===== src/pms_pkg.sv =====
// Shared types, codes and widths of the place move sequencer.
package pms_pkg;

  localparam int PMS_POS_WIDTH  = 20;
  localparam int PMS_WAIT_WIDTH = 32;
  localparam int ANG_WIDTH      = 17;
  localparam int ERR_WIDTH      = 4;
  localparam int CFG_DATA_WIDTH = 32;
  localparam int CFG_ADDR_WIDTH = 5;
  localparam int REG_IDX_WIDTH  = 3;

  typedef enum logic [1:0] {
    CMD_START  = 2'd0,
    CMD_TICK   = 2'd1,
    CMD_REPLY  = 2'd2,
    CMD_FINISH = 2'd3
  } cmd_t;

  typedef enum logic [1:0] {
    STAT_IDLE  = 2'd0,
    STAT_BUSY  = 2'd1,
    STAT_DONE  = 2'd2,
    STAT_ERROR = 2'd3
  } status_t;

  typedef enum logic [1:0] {
    PROF_DEFAULT = 2'd0,
    PROF_Z_DOWN  = 2'd1,
    PROF_Z_UP    = 2'd2
  } profile_t;

  typedef enum logic [3:0] {
    PH_IDLE          = 4'd0,
    PH_RAISE         = 4'd1,
    PH_XY_MOVE       = 4'd2,
    PH_XY_SETTLE     = 4'd3,
    PH_Z_DOWN        = 4'd4,
    PH_Z_DOWN_SETTLE = 4'd5,
    PH_RELEASE_WAIT  = 4'd6,
    PH_Z_UP          = 4'd7,
    PH_Z_UP_SETTLE   = 4'd8,
    PH_DONE          = 4'd9,
    PH_ERROR         = 4'd10
  } phase_t;

  localparam logic [ERR_WIDTH-1:0] ERRC_CLEAR       = 4'd0;
  localparam logic [ERR_WIDTH-1:0] ERRC_NOT_RUNNING = 4'd15;

  localparam logic [REG_IDX_WIDTH-1:0] REG_SAFE_HEIGHT     = 3'd0;
  localparam logic [REG_IDX_WIDTH-1:0] REG_DROP_HEIGHT     = 3'd1;
  localparam logic [REG_IDX_WIDTH-1:0] REG_XY_SETTLE_TICKS = 3'd2;
  localparam logic [REG_IDX_WIDTH-1:0] REG_Z_SETTLE_TICKS  = 3'd3;
  localparam logic [REG_IDX_WIDTH-1:0] REG_RELEASE_TICKS   = 3'd4;

endpackage


===== src/pms_in_if.sv =====
// Input channel of the place move sequencer: valid/ready with the command item.
interface pms_in_if #(
  parameter int POS_WIDTH = pms_pkg::PMS_POS_WIDTH
);
  import pms_pkg::*;

  logic                        valid;
  logic                        ready;
  logic [1:0]                  cmd;
  logic signed [POS_WIDTH-1:0] goal_x;
  logic signed [POS_WIDTH-1:0] goal_y;
  logic signed [ANG_WIDTH-1:0] goal_angle;
  logic signed [POS_WIDTH-1:0] present_z;
  logic [ERR_WIDTH-1:0]        motion_error;

  modport source (
    output valid, cmd, goal_x, goal_y, goal_angle, present_z, motion_error,
    input  ready
  );

  modport sink (
    input  valid, cmd, goal_x, goal_y, goal_angle, present_z, motion_error,
    output ready
  );
endinterface


===== src/pms_out_if.sv =====
// Result channel of the place move sequencer: valid/ready with the result item.
interface pms_out_if #(
  parameter int POS_WIDTH = pms_pkg::PMS_POS_WIDTH
);
  import pms_pkg::*;

  logic                        valid;
  logic                        ready;
  logic [1:0]                  status;
  logic                        finished;
  logic [ERR_WIDTH-1:0]        error_code;
  logic                        move_request;
  logic                        move_z_only;
  logic signed [POS_WIDTH-1:0] move_x;
  logic signed [POS_WIDTH-1:0] move_y;
  logic signed [POS_WIDTH-1:0] move_z;
  logic signed [ANG_WIDTH-1:0] move_angle;
  logic [1:0]                  move_profile;
  logic                        magnet_release;

  modport source (
    output valid, status, finished, error_code, move_request, move_z_only,
           move_x, move_y, move_z, move_angle, move_profile, magnet_release,
    input  ready
  );

  modport sink (
    input  valid, status, finished, error_code, move_request, move_z_only,
           move_x, move_y, move_z, move_angle, move_profile, magnet_release,
    output ready
  );
endinterface


===== src/pms_cfg_regs.sv =====
// APB-style configuration registers: heights and settle counts.
module pms_cfg_regs #(
  parameter int POS_WIDTH  = pms_pkg::PMS_POS_WIDTH,
  parameter int WAIT_WIDTH = pms_pkg::PMS_WAIT_WIDTH
) (
  input  logic                                clk,
  input  logic                                rst_n,
  input  logic                                psel,
  input  logic                                penable,
  input  logic                                pwrite,
  input  logic [pms_pkg::CFG_ADDR_WIDTH-1:0]  paddr,
  input  logic [pms_pkg::CFG_DATA_WIDTH-1:0]  pwdata,
  output logic [pms_pkg::CFG_DATA_WIDTH-1:0]  prdata,
  output logic                                pready,
  output logic signed [POS_WIDTH-1:0]         safe_height,
  output logic signed [POS_WIDTH-1:0]         drop_height,
  output logic [WAIT_WIDTH-1:0]               xy_settle_ticks,
  output logic [WAIT_WIDTH-1:0]               z_settle_ticks,
  output logic [WAIT_WIDTH-1:0]               release_ticks
);
  import pms_pkg::*;

  logic signed [POS_WIDTH-1:0] safe_height_r;
  logic signed [POS_WIDTH-1:0] drop_height_r;
  logic [WAIT_WIDTH-1:0]       xy_settle_r;
  logic [WAIT_WIDTH-1:0]       z_settle_r;
  logic [WAIT_WIDTH-1:0]       release_r;
  logic                        wr_en;
  logic [REG_IDX_WIDTH-1:0]    reg_idx;

  assign pready  = 1'b1;
  assign wr_en   = psel && penable && pwrite;
  assign reg_idx = paddr[CFG_ADDR_WIDTH-1:2];

  always_ff @(posedge clk) begin
    if (!rst_n) begin
      safe_height_r <= '0;
      drop_height_r <= '0;
      xy_settle_r   <= '0;
      z_settle_r    <= '0;
      release_r     <= '0;
    end else if (wr_en) begin
      unique case (reg_idx)
        REG_SAFE_HEIGHT:     safe_height_r <= pwdata[POS_WIDTH-1:0];
        REG_DROP_HEIGHT:     drop_height_r <= pwdata[POS_WIDTH-1:0];
        REG_XY_SETTLE_TICKS: xy_settle_r   <= pwdata[WAIT_WIDTH-1:0];
        REG_Z_SETTLE_TICKS:  z_settle_r    <= pwdata[WAIT_WIDTH-1:0];
        REG_RELEASE_TICKS:   release_r     <= pwdata[WAIT_WIDTH-1:0];
        default: ;
      endcase
    end
  end

  always_comb begin
    unique case (reg_idx)
      REG_SAFE_HEIGHT:     prdata = CFG_DATA_WIDTH'(safe_height_r);
      REG_DROP_HEIGHT:     prdata = CFG_DATA_WIDTH'(drop_height_r);
      REG_XY_SETTLE_TICKS: prdata = CFG_DATA_WIDTH'(xy_settle_r);
      REG_Z_SETTLE_TICKS:  prdata = CFG_DATA_WIDTH'(z_settle_r);
      REG_RELEASE_TICKS:   prdata = CFG_DATA_WIDTH'(release_r);
      default:             prdata = '0;
    endcase
  end

  assign safe_height     = safe_height_r;
  assign drop_height     = drop_height_r;
  assign xy_settle_ticks = xy_settle_r;
  assign z_settle_ticks  = z_settle_r;
  assign release_ticks   = release_r;

endmodule


===== src/pms_seq_core.sv =====
// Sequencer state and the single-pass step logic that turns one item into one result.
module pms_seq_core #(
  parameter int POS_WIDTH  = pms_pkg::PMS_POS_WIDTH,
  parameter int WAIT_WIDTH = pms_pkg::PMS_WAIT_WIDTH
) (
  input  logic                                 clk,
  input  logic                                 rst_n,
  input  logic                                 fire,
  input  pms_pkg::cmd_t                        cmd,
  input  logic signed [POS_WIDTH-1:0]          goal_x,
  input  logic signed [POS_WIDTH-1:0]          goal_y,
  input  logic signed [pms_pkg::ANG_WIDTH-1:0] goal_angle,
  input  logic signed [POS_WIDTH-1:0]          present_z,
  input  logic [pms_pkg::ERR_WIDTH-1:0]        motion_error,
  input  logic signed [POS_WIDTH-1:0]          safe_height,
  input  logic signed [POS_WIDTH-1:0]          drop_height,
  input  logic [WAIT_WIDTH-1:0]                xy_settle_ticks,
  input  logic [WAIT_WIDTH-1:0]                z_settle_ticks,
  input  logic [WAIT_WIDTH-1:0]                release_ticks,
  output pms_pkg::status_t                     status,
  output logic                                 finished,
  output logic [pms_pkg::ERR_WIDTH-1:0]        error_code,
  output logic                                 move_request,
  output logic                                 move_z_only,
  output logic signed [POS_WIDTH-1:0]          move_x,
  output logic signed [POS_WIDTH-1:0]          move_y,
  output logic signed [POS_WIDTH-1:0]          move_z,
  output logic signed [pms_pkg::ANG_WIDTH-1:0] move_angle,
  output pms_pkg::profile_t                    move_profile,
  output logic                                 magnet_release
);
  import pms_pkg::*;

  phase_t                      phase_r, phase_nxt;
  logic                        awaiting_r, awaiting_nxt;
  logic [WAIT_WIDTH-1:0]       wait_r, wait_nxt;
  logic [ERR_WIDTH-1:0]        held_err_r, held_err_nxt;
  logic signed [POS_WIDTH-1:0] held_x_r, held_x_nxt;
  logic signed [POS_WIDTH-1:0] held_y_r, held_y_nxt;
  logic signed [ANG_WIDTH-1:0] held_ang_r, held_ang_nxt;

  logic                        move_phase;
  logic                        wait_phase;
  logic [WAIT_WIDTH-1:0]       limit;
  logic [WAIT_WIDTH-1:0]       wait_inc;

  always_ff @(posedge clk) begin
    if (!rst_n) begin
      phase_r    <= PH_IDLE;
      awaiting_r <= 1'b0;
      wait_r     <= '0;
      held_err_r <= ERRC_CLEAR;
      held_x_r   <= '0;
      held_y_r   <= '0;
      held_ang_r <= '0;
    end else if (fire) begin
      phase_r    <= phase_nxt;
      awaiting_r <= awaiting_nxt;
      wait_r     <= wait_nxt;
      held_err_r <= held_err_nxt;
      held_x_r   <= held_x_nxt;
      held_y_r   <= held_y_nxt;
      held_ang_r <= held_ang_nxt;
    end
  end

  assign move_phase = (phase_r == PH_RAISE) || (phase_r == PH_XY_MOVE) ||
                      (phase_r == PH_Z_DOWN) || (phase_r == PH_Z_UP);

  always_comb begin
    wait_phase = 1'b1;
    unique case (phase_r)
      PH_XY_SETTLE:     limit = xy_settle_ticks;
      PH_Z_DOWN_SETTLE: limit = z_settle_ticks;
      PH_RELEASE_WAIT:  limit = release_ticks;
      PH_Z_UP_SETTLE:   limit = z_settle_ticks;
      default: begin
        limit      = '0;
        wait_phase = 1'b0;
      end
    endcase
  end

  // Saturate at the counter maximum
  assign wait_inc = (&wait_r) ? wait_r : wait_r + 1'b1;

  always_comb begin
    phase_nxt      = phase_r;
    awaiting_nxt   = awaiting_r;
    wait_nxt       = wait_r;
    held_err_nxt   = held_err_r;
    held_x_nxt     = held_x_r;
    held_y_nxt     = held_y_r;
    held_ang_nxt   = held_ang_r;
    move_request   = 1'b0;
    move_z_only    = 1'b0;
    move_x         = '0;
    move_y         = '0;
    move_z         = '0;
    move_angle     = '0;
    move_profile   = PROF_DEFAULT;
    magnet_release = 1'b0;

    unique case (cmd)
      CMD_START: begin
        held_x_nxt   = goal_x;
        held_y_nxt   = goal_y;
        held_ang_nxt = goal_angle;
        held_err_nxt = ERRC_CLEAR;
        wait_nxt     = '0;
        awaiting_nxt = 1'b1;
        move_request = 1'b1;
        move_z       = safe_height;
        if (present_z > safe_height) begin
          move_z_only  = 1'b1;
          move_profile = PROF_Z_UP;
          phase_nxt    = PH_RAISE;
        end else begin
          move_x     = goal_x;
          move_y     = goal_y;
          move_angle = goal_angle;
          phase_nxt  = PH_XY_MOVE;
        end
      end
      CMD_REPLY: begin
        if (move_phase && awaiting_r) begin
          awaiting_nxt = 1'b0;
          if (motion_error != ERRC_CLEAR) begin
            phase_nxt    = PH_ERROR;
            held_err_nxt = motion_error;
          end
        end
      end
      CMD_FINISH: begin
        if (move_phase) begin
          awaiting_nxt = 1'b0;
          if (motion_error != ERRC_CLEAR) begin
            phase_nxt    = PH_ERROR;
            held_err_nxt = motion_error;
          end else if (phase_r == PH_RAISE) begin
            awaiting_nxt = 1'b1;
            move_request = 1'b1;
            move_x       = held_x_r;
            move_y       = held_y_r;
            move_z       = safe_height;
            move_angle   = held_ang_r;
            phase_nxt    = PH_XY_MOVE;
          end else begin
            wait_nxt = '0;
            if (phase_r == PH_XY_MOVE) begin
              phase_nxt = PH_XY_SETTLE;
            end else if (phase_r == PH_Z_DOWN) begin
              phase_nxt = PH_Z_DOWN_SETTLE;
            end else begin
              phase_nxt = PH_Z_UP_SETTLE;
            end
          end
        end
      end
      CMD_TICK: begin
        if (wait_phase) begin
          wait_nxt = wait_inc;
          if (wait_inc >= limit) begin
            priority case (phase_r)
              PH_XY_SETTLE: begin
                awaiting_nxt = 1'b1;
                move_request = 1'b1;
                move_z_only  = 1'b1;
                move_z       = drop_height;
                move_profile = PROF_Z_DOWN;
                phase_nxt    = PH_Z_DOWN;
              end
              PH_Z_DOWN_SETTLE: begin
                magnet_release = 1'b1;
                wait_nxt       = '0;
                phase_nxt      = PH_RELEASE_WAIT;
              end
              PH_RELEASE_WAIT: begin
                awaiting_nxt = 1'b1;
                move_request = 1'b1;
                move_z_only  = 1'b1;
                move_z       = safe_height;
                move_profile = PROF_Z_UP;
                phase_nxt    = PH_Z_UP;
              end
              default: begin
                phase_nxt    = PH_DONE;
                held_err_nxt = ERRC_CLEAR;
              end
            endcase
          end
        end
      end
      default: ;
    endcase
  end

  always_comb begin
    unique case (phase_nxt)
      PH_IDLE: begin
        status     = STAT_IDLE;
        finished   = 1'b1;
        error_code = ERRC_NOT_RUNNING;
      end
      PH_DONE: begin
        status     = STAT_DONE;
        finished   = 1'b1;
        error_code = ERRC_CLEAR;
      end
      PH_ERROR: begin
        status     = STAT_ERROR;
        finished   = 1'b1;
        error_code = held_err_nxt;
      end
      default: begin
        status     = STAT_BUSY;
        finished   = 1'b0;
        error_code = ERRC_CLEAR;
      end
    endcase
  end

endmodule


===== src/place_move_sequencer_core.sv =====
// Place move sequencer: input register, sequencer step logic, result register.
// An accepted item waits in the input register until the result register is free or being drained.
// Throughput: one item per cycle while results are taken; the sequencer step is one pass of logic
// between the input register and the result register.
// Reset (rst_n low, synchronous): phase idle, both stages empty, configuration and held registers 0.
// Input is taken while a result waits, as long as the input register drains.
module place_move_sequencer_core #(
  parameter int POS_WIDTH  = pms_pkg::PMS_POS_WIDTH,
  parameter int WAIT_WIDTH = pms_pkg::PMS_WAIT_WIDTH
) (
  input  logic                               clk,
  input  logic                               rst_n,
  pms_in_if.sink                             in_ch,
  pms_out_if.source                          out_ch,
  input  logic                               psel,
  input  logic                               penable,
  input  logic                               pwrite,
  input  logic [pms_pkg::CFG_ADDR_WIDTH-1:0] paddr,
  input  logic [pms_pkg::CFG_DATA_WIDTH-1:0] pwdata,
  output logic [pms_pkg::CFG_DATA_WIDTH-1:0] prdata,
  output logic                               pready
);
  import pms_pkg::*;

  logic signed [POS_WIDTH-1:0] safe_height;
  logic signed [POS_WIDTH-1:0] drop_height;
  logic [WAIT_WIDTH-1:0]       xy_settle_ticks;
  logic [WAIT_WIDTH-1:0]       z_settle_ticks;
  logic [WAIT_WIDTH-1:0]       release_ticks;

  // Input stage
  logic                        s1_valid_r, s1_valid_nxt;
  cmd_t                        s1_cmd_r;
  logic signed [POS_WIDTH-1:0] s1_goal_x_r;
  logic signed [POS_WIDTH-1:0] s1_goal_y_r;
  logic signed [ANG_WIDTH-1:0] s1_goal_ang_r;
  logic signed [POS_WIDTH-1:0] s1_present_z_r;
  logic [ERR_WIDTH-1:0]        s1_merr_r;

  // Result stage
  logic                        out_valid_r, out_valid_nxt;
  status_t                     out_status_r;
  logic                        out_finished_r;
  logic [ERR_WIDTH-1:0]        out_err_r;
  logic                        out_req_r;
  logic                        out_zonly_r;
  logic signed [POS_WIDTH-1:0] out_x_r;
  logic signed [POS_WIDTH-1:0] out_y_r;
  logic signed [POS_WIDTH-1:0] out_z_r;
  logic signed [ANG_WIDTH-1:0] out_ang_r;
  profile_t                    out_prof_r;
  logic                        out_release_r;

  // Step results
  status_t                     st_status;
  logic                        st_finished;
  logic [ERR_WIDTH-1:0]        st_err;
  logic                        st_req;
  logic                        st_zonly;
  logic signed [POS_WIDTH-1:0] st_x;
  logic signed [POS_WIDTH-1:0] st_y;
  logic signed [POS_WIDTH-1:0] st_z;
  logic signed [ANG_WIDTH-1:0] st_ang;
  profile_t                    st_prof;
  logic                        st_release;

  logic fire;
  logic in_take;

  pms_cfg_regs #(
    .POS_WIDTH  (POS_WIDTH),
    .WAIT_WIDTH (WAIT_WIDTH)
  ) u_cfg (
    .clk             (clk),
    .rst_n           (rst_n),
    .psel            (psel),
    .penable         (penable),
    .pwrite          (pwrite),
    .paddr           (paddr),
    .pwdata          (pwdata),
    .prdata          (prdata),
    .pready          (pready),
    .safe_height     (safe_height),
    .drop_height     (drop_height),
    .xy_settle_ticks (xy_settle_ticks),
    .z_settle_ticks  (z_settle_ticks),
    .release_ticks   (release_ticks)
  );

  // Advance the held item when the result register is free or being drained
  assign fire    = s1_valid_r && (!out_valid_r || out_ch.ready);
  assign in_take = in_ch.valid && in_ch.ready;

  assign in_ch.ready = !s1_valid_r || fire;

  assign s1_valid_nxt  = in_take || (s1_valid_r && !fire);
  assign out_valid_nxt = fire || (out_valid_r && !out_ch.ready);

  always_ff @(posedge clk) begin
    if (!rst_n) begin
      s1_valid_r  <= 1'b0;
      out_valid_r <= 1'b0;
    end else begin
      s1_valid_r  <= s1_valid_nxt;
      out_valid_r <= out_valid_nxt;
    end
  end

  always_ff @(posedge clk) begin
    if (in_take) begin
      s1_cmd_r       <= cmd_t'(in_ch.cmd);
      s1_goal_x_r    <= in_ch.goal_x;
      s1_goal_y_r    <= in_ch.goal_y;
      s1_goal_ang_r  <= in_ch.goal_angle;
      s1_present_z_r <= in_ch.present_z;
      s1_merr_r      <= in_ch.motion_error;
    end
  end

  pms_seq_core #(
    .POS_WIDTH  (POS_WIDTH),
    .WAIT_WIDTH (WAIT_WIDTH)
  ) u_seq (
    .clk             (clk),
    .rst_n           (rst_n),
    .fire            (fire),
    .cmd             (s1_cmd_r),
    .goal_x          (s1_goal_x_r),
    .goal_y          (s1_goal_y_r),
    .goal_angle      (s1_goal_ang_r),
    .present_z       (s1_present_z_r),
    .motion_error    (s1_merr_r),
    .safe_height     (safe_height),
    .drop_height     (drop_height),
    .xy_settle_ticks (xy_settle_ticks),
    .z_settle_ticks  (z_settle_ticks),
    .release_ticks   (release_ticks),
    .status          (st_status),
    .finished        (st_finished),
    .error_code      (st_err),
    .move_request    (st_req),
    .move_z_only     (st_zonly),
    .move_x          (st_x),
    .move_y          (st_y),
    .move_z          (st_z),
    .move_angle      (st_ang),
    .move_profile    (st_prof),
    .magnet_release  (st_release)
  );

  always_ff @(posedge clk) begin
    if (fire) begin
      out_status_r   <= st_status;
      out_finished_r <= st_finished;
      out_err_r      <= st_err;
      out_req_r      <= st_req;
      out_zonly_r    <= st_zonly;
      out_x_r        <= st_x;
      out_y_r        <= st_y;
      out_z_r        <= st_z;
      out_ang_r      <= st_ang;
      out_prof_r     <= st_prof;
      out_release_r  <= st_release;
    end
  end

  assign out_ch.valid          = out_valid_r;
  assign out_ch.status         = out_status_r;
  assign out_ch.finished       = out_finished_r;
  assign out_ch.error_code     = out_err_r;
  assign out_ch.move_request   = out_req_r;
  assign out_ch.move_z_only    = out_zonly_r;
  assign out_ch.move_x         = out_x_r;
  assign out_ch.move_y         = out_y_r;
  assign out_ch.move_z         = out_z_r;
  assign out_ch.move_angle     = out_ang_r;
  assign out_ch.move_profile   = out_prof_r;
  assign out_ch.magnet_release = out_release_r;

`ifndef SYNTHESIS
  // A full input stage taking a new transaction must be handing its item on
  a_refill_needs_fire: assert property (@(posedge clk) disable iff (!rst_n)
    (in_take && s1_valid_r) |-> fire)
    else $error("input stage overwritten before its item advanced");

  // A motion request is only ever issued while the sequence is running
  a_request_busy: assert property (@(posedge clk) disable iff (!rst_n)
    (out_valid_r && out_req_r) |-> (out_status_r == STAT_BUSY))
    else $error("move request outside a running sequence");

  // Finished flag tracks status
  a_finished_status: assert property (@(posedge clk) disable iff (!rst_n)
    out_valid_r |-> (out_finished_r == (out_status_r != STAT_BUSY)))
    else $error("finished flag disagrees with status");

  // Magnet release never coincides with a move request
  a_release_alone: assert property (@(posedge clk) disable iff (!rst_n)
    (out_valid_r && out_release_r) |-> (!out_req_r && out_err_r == ERRC_CLEAR))
    else $error("magnet release combined with a request or an error");
`endif

endmodule


===== src/flat_wrapper.sv =====
// flat-port wrapper written by rule: the top's interface ports become plain ports
module place_move_sequencer_core_flat import pms_pkg::*;
#(
  parameter int POS_WIDTH  = pms_pkg::PMS_POS_WIDTH,
  parameter int WAIT_WIDTH = pms_pkg::PMS_WAIT_WIDTH
)
  (clk, rst_n, psel, penable, pwrite, paddr, pwdata, prdata, pready, in_ch_valid, in_ch_cmd, in_ch_goal_x, in_ch_goal_y, in_ch_goal_angle, in_ch_present_z, in_ch_motion_error, in_ch_ready, out_ch_valid, out_ch_status, out_ch_finished, out_ch_error_code, out_ch_move_request, out_ch_move_z_only, out_ch_move_x, out_ch_move_y, out_ch_move_z, out_ch_move_angle, out_ch_move_profile, out_ch_magnet_release, out_ch_ready);
  pms_in_if #(.POS_WIDTH(POS_WIDTH)) in_ch_i ();
  pms_out_if #(.POS_WIDTH(POS_WIDTH)) out_ch_i ();
  input  logic clk;
  input  logic rst_n;
  input  logic psel;
  input  logic penable;
  input  logic pwrite;
  input  logic [pms_pkg::CFG_ADDR_WIDTH-1:0] paddr;
  input  logic [pms_pkg::CFG_DATA_WIDTH-1:0] pwdata;
  output logic [pms_pkg::CFG_DATA_WIDTH-1:0] prdata;
  output logic pready;
  input wire logic [$bits(in_ch_i.valid)-1:0] in_ch_valid;
  input wire logic [$bits(in_ch_i.cmd)-1:0] in_ch_cmd;
  input wire logic [$bits(in_ch_i.goal_x)-1:0] in_ch_goal_x;
  input wire logic [$bits(in_ch_i.goal_y)-1:0] in_ch_goal_y;
  input wire logic [$bits(in_ch_i.goal_angle)-1:0] in_ch_goal_angle;
  input wire logic [$bits(in_ch_i.present_z)-1:0] in_ch_present_z;
  input wire logic [$bits(in_ch_i.motion_error)-1:0] in_ch_motion_error;
  output wire logic [$bits(in_ch_i.ready)-1:0] in_ch_ready;
  output wire logic [$bits(out_ch_i.valid)-1:0] out_ch_valid;
  output wire logic [$bits(out_ch_i.status)-1:0] out_ch_status;
  output wire logic [$bits(out_ch_i.finished)-1:0] out_ch_finished;
  output wire logic [$bits(out_ch_i.error_code)-1:0] out_ch_error_code;
  output wire logic [$bits(out_ch_i.move_request)-1:0] out_ch_move_request;
  output wire logic [$bits(out_ch_i.move_z_only)-1:0] out_ch_move_z_only;
  output wire logic [$bits(out_ch_i.move_x)-1:0] out_ch_move_x;
  output wire logic [$bits(out_ch_i.move_y)-1:0] out_ch_move_y;
  output wire logic [$bits(out_ch_i.move_z)-1:0] out_ch_move_z;
  output wire logic [$bits(out_ch_i.move_angle)-1:0] out_ch_move_angle;
  output wire logic [$bits(out_ch_i.move_profile)-1:0] out_ch_move_profile;
  output wire logic [$bits(out_ch_i.magnet_release)-1:0] out_ch_magnet_release;
  input wire logic [$bits(out_ch_i.ready)-1:0] out_ch_ready;
  assign in_ch_i.valid = in_ch_valid;
  assign in_ch_i.cmd = in_ch_cmd;
  assign in_ch_i.goal_x = in_ch_goal_x;
  assign in_ch_i.goal_y = in_ch_goal_y;
  assign in_ch_i.goal_angle = in_ch_goal_angle;
  assign in_ch_i.present_z = in_ch_present_z;
  assign in_ch_i.motion_error = in_ch_motion_error;
  assign in_ch_ready = in_ch_i.ready;
  assign out_ch_valid = out_ch_i.valid;
  assign out_ch_status = out_ch_i.status;
  assign out_ch_finished = out_ch_i.finished;
  assign out_ch_error_code = out_ch_i.error_code;
  assign out_ch_move_request = out_ch_i.move_request;
  assign out_ch_move_z_only = out_ch_i.move_z_only;
  assign out_ch_move_x = out_ch_i.move_x;
  assign out_ch_move_y = out_ch_i.move_y;
  assign out_ch_move_z = out_ch_i.move_z;
  assign out_ch_move_angle = out_ch_i.move_angle;
  assign out_ch_move_profile = out_ch_i.move_profile;
  assign out_ch_magnet_release = out_ch_i.magnet_release;
  assign out_ch_i.ready = out_ch_ready;
  place_move_sequencer_core #(.POS_WIDTH(POS_WIDTH), .WAIT_WIDTH(WAIT_WIDTH)) u_core (.clk(clk), .rst_n(rst_n), .in_ch(in_ch_i), .out_ch(out_ch_i), .psel(psel), .penable(penable), .pwrite(pwrite), .paddr(paddr), .pwdata(pwdata), .prdata(prdata), .pready(pready));
endmodule

===== config.mk =====
export PLATFORM = sky130hd
export DESIGN_NAME = place_move_sequencer_core_flat
export DESIGN_NICKNAME = d
export VERILOG_FILES = /design/src/pms_pkg.sv /design/src/pms_in_if.sv /design/src/pms_out_if.sv /design/src/pms_cfg_regs.sv /design/src/pms_seq_core.sv /design/src/place_move_sequencer_core.sv /design/src/flat_wrapper.sv
export SDC_FILE = /design/constraint.sdc
export NUM_CORES = 1
export LEC_CHECK = 0
export BUFFER_PORTS_ARGS = -buffer_cell sky130_fd_sc_hd__buf_2
export CAP_MARGIN = 20
export CORE_MARGIN = 3
export CORE_UTILIZATION = 55
export DETAILED_ROUTE_END_ITERATION = 10
export PLACE_DENSITY = 0.77
export SLEW_MARGIN = 20
export SYNTH_ARGS = -nofsm -noshare
export SYNTH_HDL_FRONTEND = slang
export SYNTH_SLANG_ARGS = --single-unit

===== constraint.sdc =====
create_clock -name clk -period 12 [get_ports clk]
set_input_delay 0.6 -clock clk [delete_from_list [all_inputs] [get_ports clk]]
set_output_delay 0.6 -clock clk [all_outputs]
set_load 0.1 [all_outputs]

==> results.cfg <==
[grt]
grt_util_all_layers_pct = 26.9
antenna_found_initial = 1
grt_overflow = 0
grt_pass1_vias = 14900
grt_pass1_wl_mm = 79.4
grt_max_degree = 124

[pwr]
combPwrFrac_pct = 9.4
netSwitchingFraction_pct = 25.6
p_leak_nw = 7.81
p_sw_uw = 794
ir_worst_vdd_mv = 0.134
clkPwrFrac_pct = 41.8
power_density_nw_per_um2 = 144
power_frac_seq_pct = 48.8
cellInternalPower_mw = 2.30

[placed_design]
io_buffer_count = 247
gp_congestion = 0.873
place_inst = 2528
dp_hpwl_mm = 32.6

[flow_run]
cap_violations = 0

[detailed_routing]
drt_iter0_markers = 1798
wirelength_mm = 50.8
viasPerCell = 6.10
vias = 15900
wire_per_inst_um = 19.5
drc = 0
ant_nets = 0
dr.pass1.iters = 8

[logic_synthesis]
synth_top_area_share_pct = 27.6
synth_edf_count = 172
syn_area_um2 = 18700
synth_area_leaders = edfxtp_1, dfxtp_1, nand2_1
yosys.area.top_type = edfxtp_1
ys_seq_elements = 408
syn_area_per_cell_um2 = 9.49
ys_types = 80
netlist_instances = 1972
ys_seq_area_share_pct = 52.8
ys_warn_count = 0
syn_nets = 2157
async_flop_share_pct = 0
synthFlopType = dfxtp_1

[final_layout]
multi_input_area_um2 = 8160
seqCellArea_um2 = 9890
mostFrequentLayoutCells = nand2_1, buf_2, a21oi_1
area_delta_synth_final_pct = 15.0
final_nets = 2317
final_common_cell = nand2_1
drive_gt1_share_pct = 18.6
fillers = 2606
instances_no_fill = 2608

[clock_network]
cts_buffer_depth = 3
htreeDepth = 2
cts_setup_buffers = 0
cts_repair_resize_count = 0
ctsHoldBuffers = 0
cts-root-buf = clkbuf_16
clk_pin_slew_ns = 0.06
clkSinkCount = 408
clock_latency_ns = 0.55
cts_tree = yes
numCtsBuffers = 43

[run_status]
status = completed

[floorplanning]
dieArea_um2 = 36300
rows = 66
io_pins = 251
die_h_um = 190
start_util_pct = 56.7
core_um2 = 33000
die_w_um = 190

[timing]
hold_violations = 0
fin_crit_sh_pct = 49.4
max_slew_margin_pct = 24.7
fin_tns_setup_ns = 0
max_freq_mhz = 169
setup_viol = 0
tightest_slew_ns = 1.13
slew_viol_final = 0
rsz0062_at_grt = false
period_needed_ns = 5.93
fin_skew_ns = 0.0204

[critical_path]
crit_fanout = 21
worstSetupPathType = reg2reg
r2r_cells = 17
regToRegStartpoint = u_core.u_seq.wait_r[0]
worstSetupEndpointType = flop
r2r_end = u_core.out_ch.move_z[19]
cp.required_ns = 12.39
r2r_slack_ns = 6.07
setup.worst_path.end = u_core.out_ch.move_z[19]
startpoint = u_core.u_seq.wait_r[0]
startpoint_type = flop
cp.arrival_ns = 6.32

[worst_hold_path]
hp-start = in_ch_present_z[17]
holdCritPathClass = in2reg
-- registers in the layout (all words and copies together), names as in the netlist, 32 cells and up --
register / flops
u_core.u_seq.wait_r: 32
u_core.u_cfg.xy_settle_ticks: 32
u_core.u_cfg.z_settle_ticks: 32
u_core.u_cfg.release_ticks: 32
-- Yosys cell counts (5+ instances only) --
| library cell | number |
|---|---|
| nand2b_1 | 5 |
| a221o_1 | 15 |
| xor2_1 | 16 |
| o21ai_0 | 21 |
| o22ai_1 | 21 |
| nand2_1 | 435 |
| inv_1 | 37 |
| buf_2 | 14 |
| buf_1 | 7 |
| nor2b_1 | 9 |
| or2_2 | 5 |
| a222oi_1 | 32 |
| clkbuf_1 | 123 |
| and3_1 | 10 |
| and4_1 | 5 |
| o211a_1 | 10 |
| and2_1 | 7 |
| nor3_1 | 25 |
| a21oi_1 | 237 |
| nand4_1 | 22 |
| a22oi_1 | 127 |
| ha_1 | 58 |
| nor2_1 | 131 |
| xnor2_1 | 19 |
| a21o_1 | 18 |
| mux2_2 | 35 |
| a211oi_1 | 5 |
| edfxtp_1 | 172 |
| nand3_1 | 26 |
| dfxtp_1 | 236 |
-- cells by family (layout without fill, tap and decap cells) --
logic type / after synthesis / in the layout / share of synthesized area [%]
other: 1 / 2 / 0.0200
AOI/OAI and AO/OA: 531 / 531 / 18.8
adders and majority gates: 58 / 58 / 3.88
xor gates and xnor gates: 36 / 36 / 1.76
buffers and inverters: 190 / 383 / 4.04
muxes: 37 / 37 / 2.21
and+or+nand+nor: 711 / 711 / 16.4
DFF: 408 / 408 / 52.8
-- routing by layer --
| layer | vias to the layer above | track usage (%) | share of wire, % |
|---|---|---|---|
| met2 | 811 | 44.5 | 48 |
| met4 | 0 | 8.44 | 2.6 |
| met5 | - | 0 | 0 |
| met1 | 7563 | 36.8 | 40 |
| li1 | 7433 | - | - |
| met3 | 107 | 4.23 | 8.5 |
-- stage by stage --
| step | total power, mW | cell area (um2) | hold slack, ns | utilization (%) | setup slack [ns] |
|---|---|---|---|---|---|
| 2_1_floorplan | 1.75 | 18700 | 0.432 | - | 7.16 |
| 3_3_place_gp | 1.82 | 20100 | 0.442 | 60.9 | 6.43 |
| 6_report | 3.10 | 21500 | 0.222 | 65.2 | 6.07 |
| 5_1_grt | 3.19 | 21500 | 0.211 | 65.2 | 5.76 |
| 4_1_cts | 3.11 | 21500 | 0.205 | 65.1 | 6.15 |
| 3_5_place_dp | 1.83 | 20100 | 0.447 | 60.9 | 6.22 |
-- how the worst min path moves through the flow --
stage,cells after the start,endpoint
floorplan,1,u_core.u_seq.held_err_r[0]
finish,1,u_core.s1_present_z_r[17]
global placement,2,u_core.u_seq.held_y_r[9]
detailed placement,2,u_core.u_seq.held_ang_r[13]
global route,1,u_core.s1_goal_y_r[7]
CTS,1,u_core.s1_present_z_r[17]
-- critical path, stage by stage (launching register included) --
cell and delay (ns):
dfxtp_1 0.44, ha_1 0.27, nand4_1 0.17, nor3_1 0.29, or4b_1 0.66, nor3b_2 0.28
and3_1 0.22, nand3_1 0.13, xnor2_1 0.11, ha_1 0.34, nand4_1 0.15, nor3_2 0.30
nor4b_2 0.49, o31ai_4 0.13, a21boi_2 0.42, and2_1 0.83, a22oi_1 0.36, nor2_1 0.16
-- power by group through the flow --
stage / logic (mW) / registers (mW) / clock network (mW)
2_1_floorplan: 0.107 / 1.64 / 0
5_1_grt: 0.309 / 1.51 / 1.37
6_report: 0.293 / 1.51 / 1.29
4_1_cts: 0.289 / 1.51 / 1.31
3_3_place_gp: 0.285 / 1.54 / 0
3_5_place_dp: 0.288 / 1.54 / 0
-- area by class of cell --
type                    count  share of cell area [%]
flip-flops and latches    408                    45.9
multi-input cells        1374                    37.9
repair buffers            267                    6.53
clock buffers              66                    5.91
well taps                 442                    2.57
inverters                  38                   0.697
clock inverters            12                   0.488
diodes                      1                  0.0116
No activity file was read; power rests on OpenSTA's default activity.
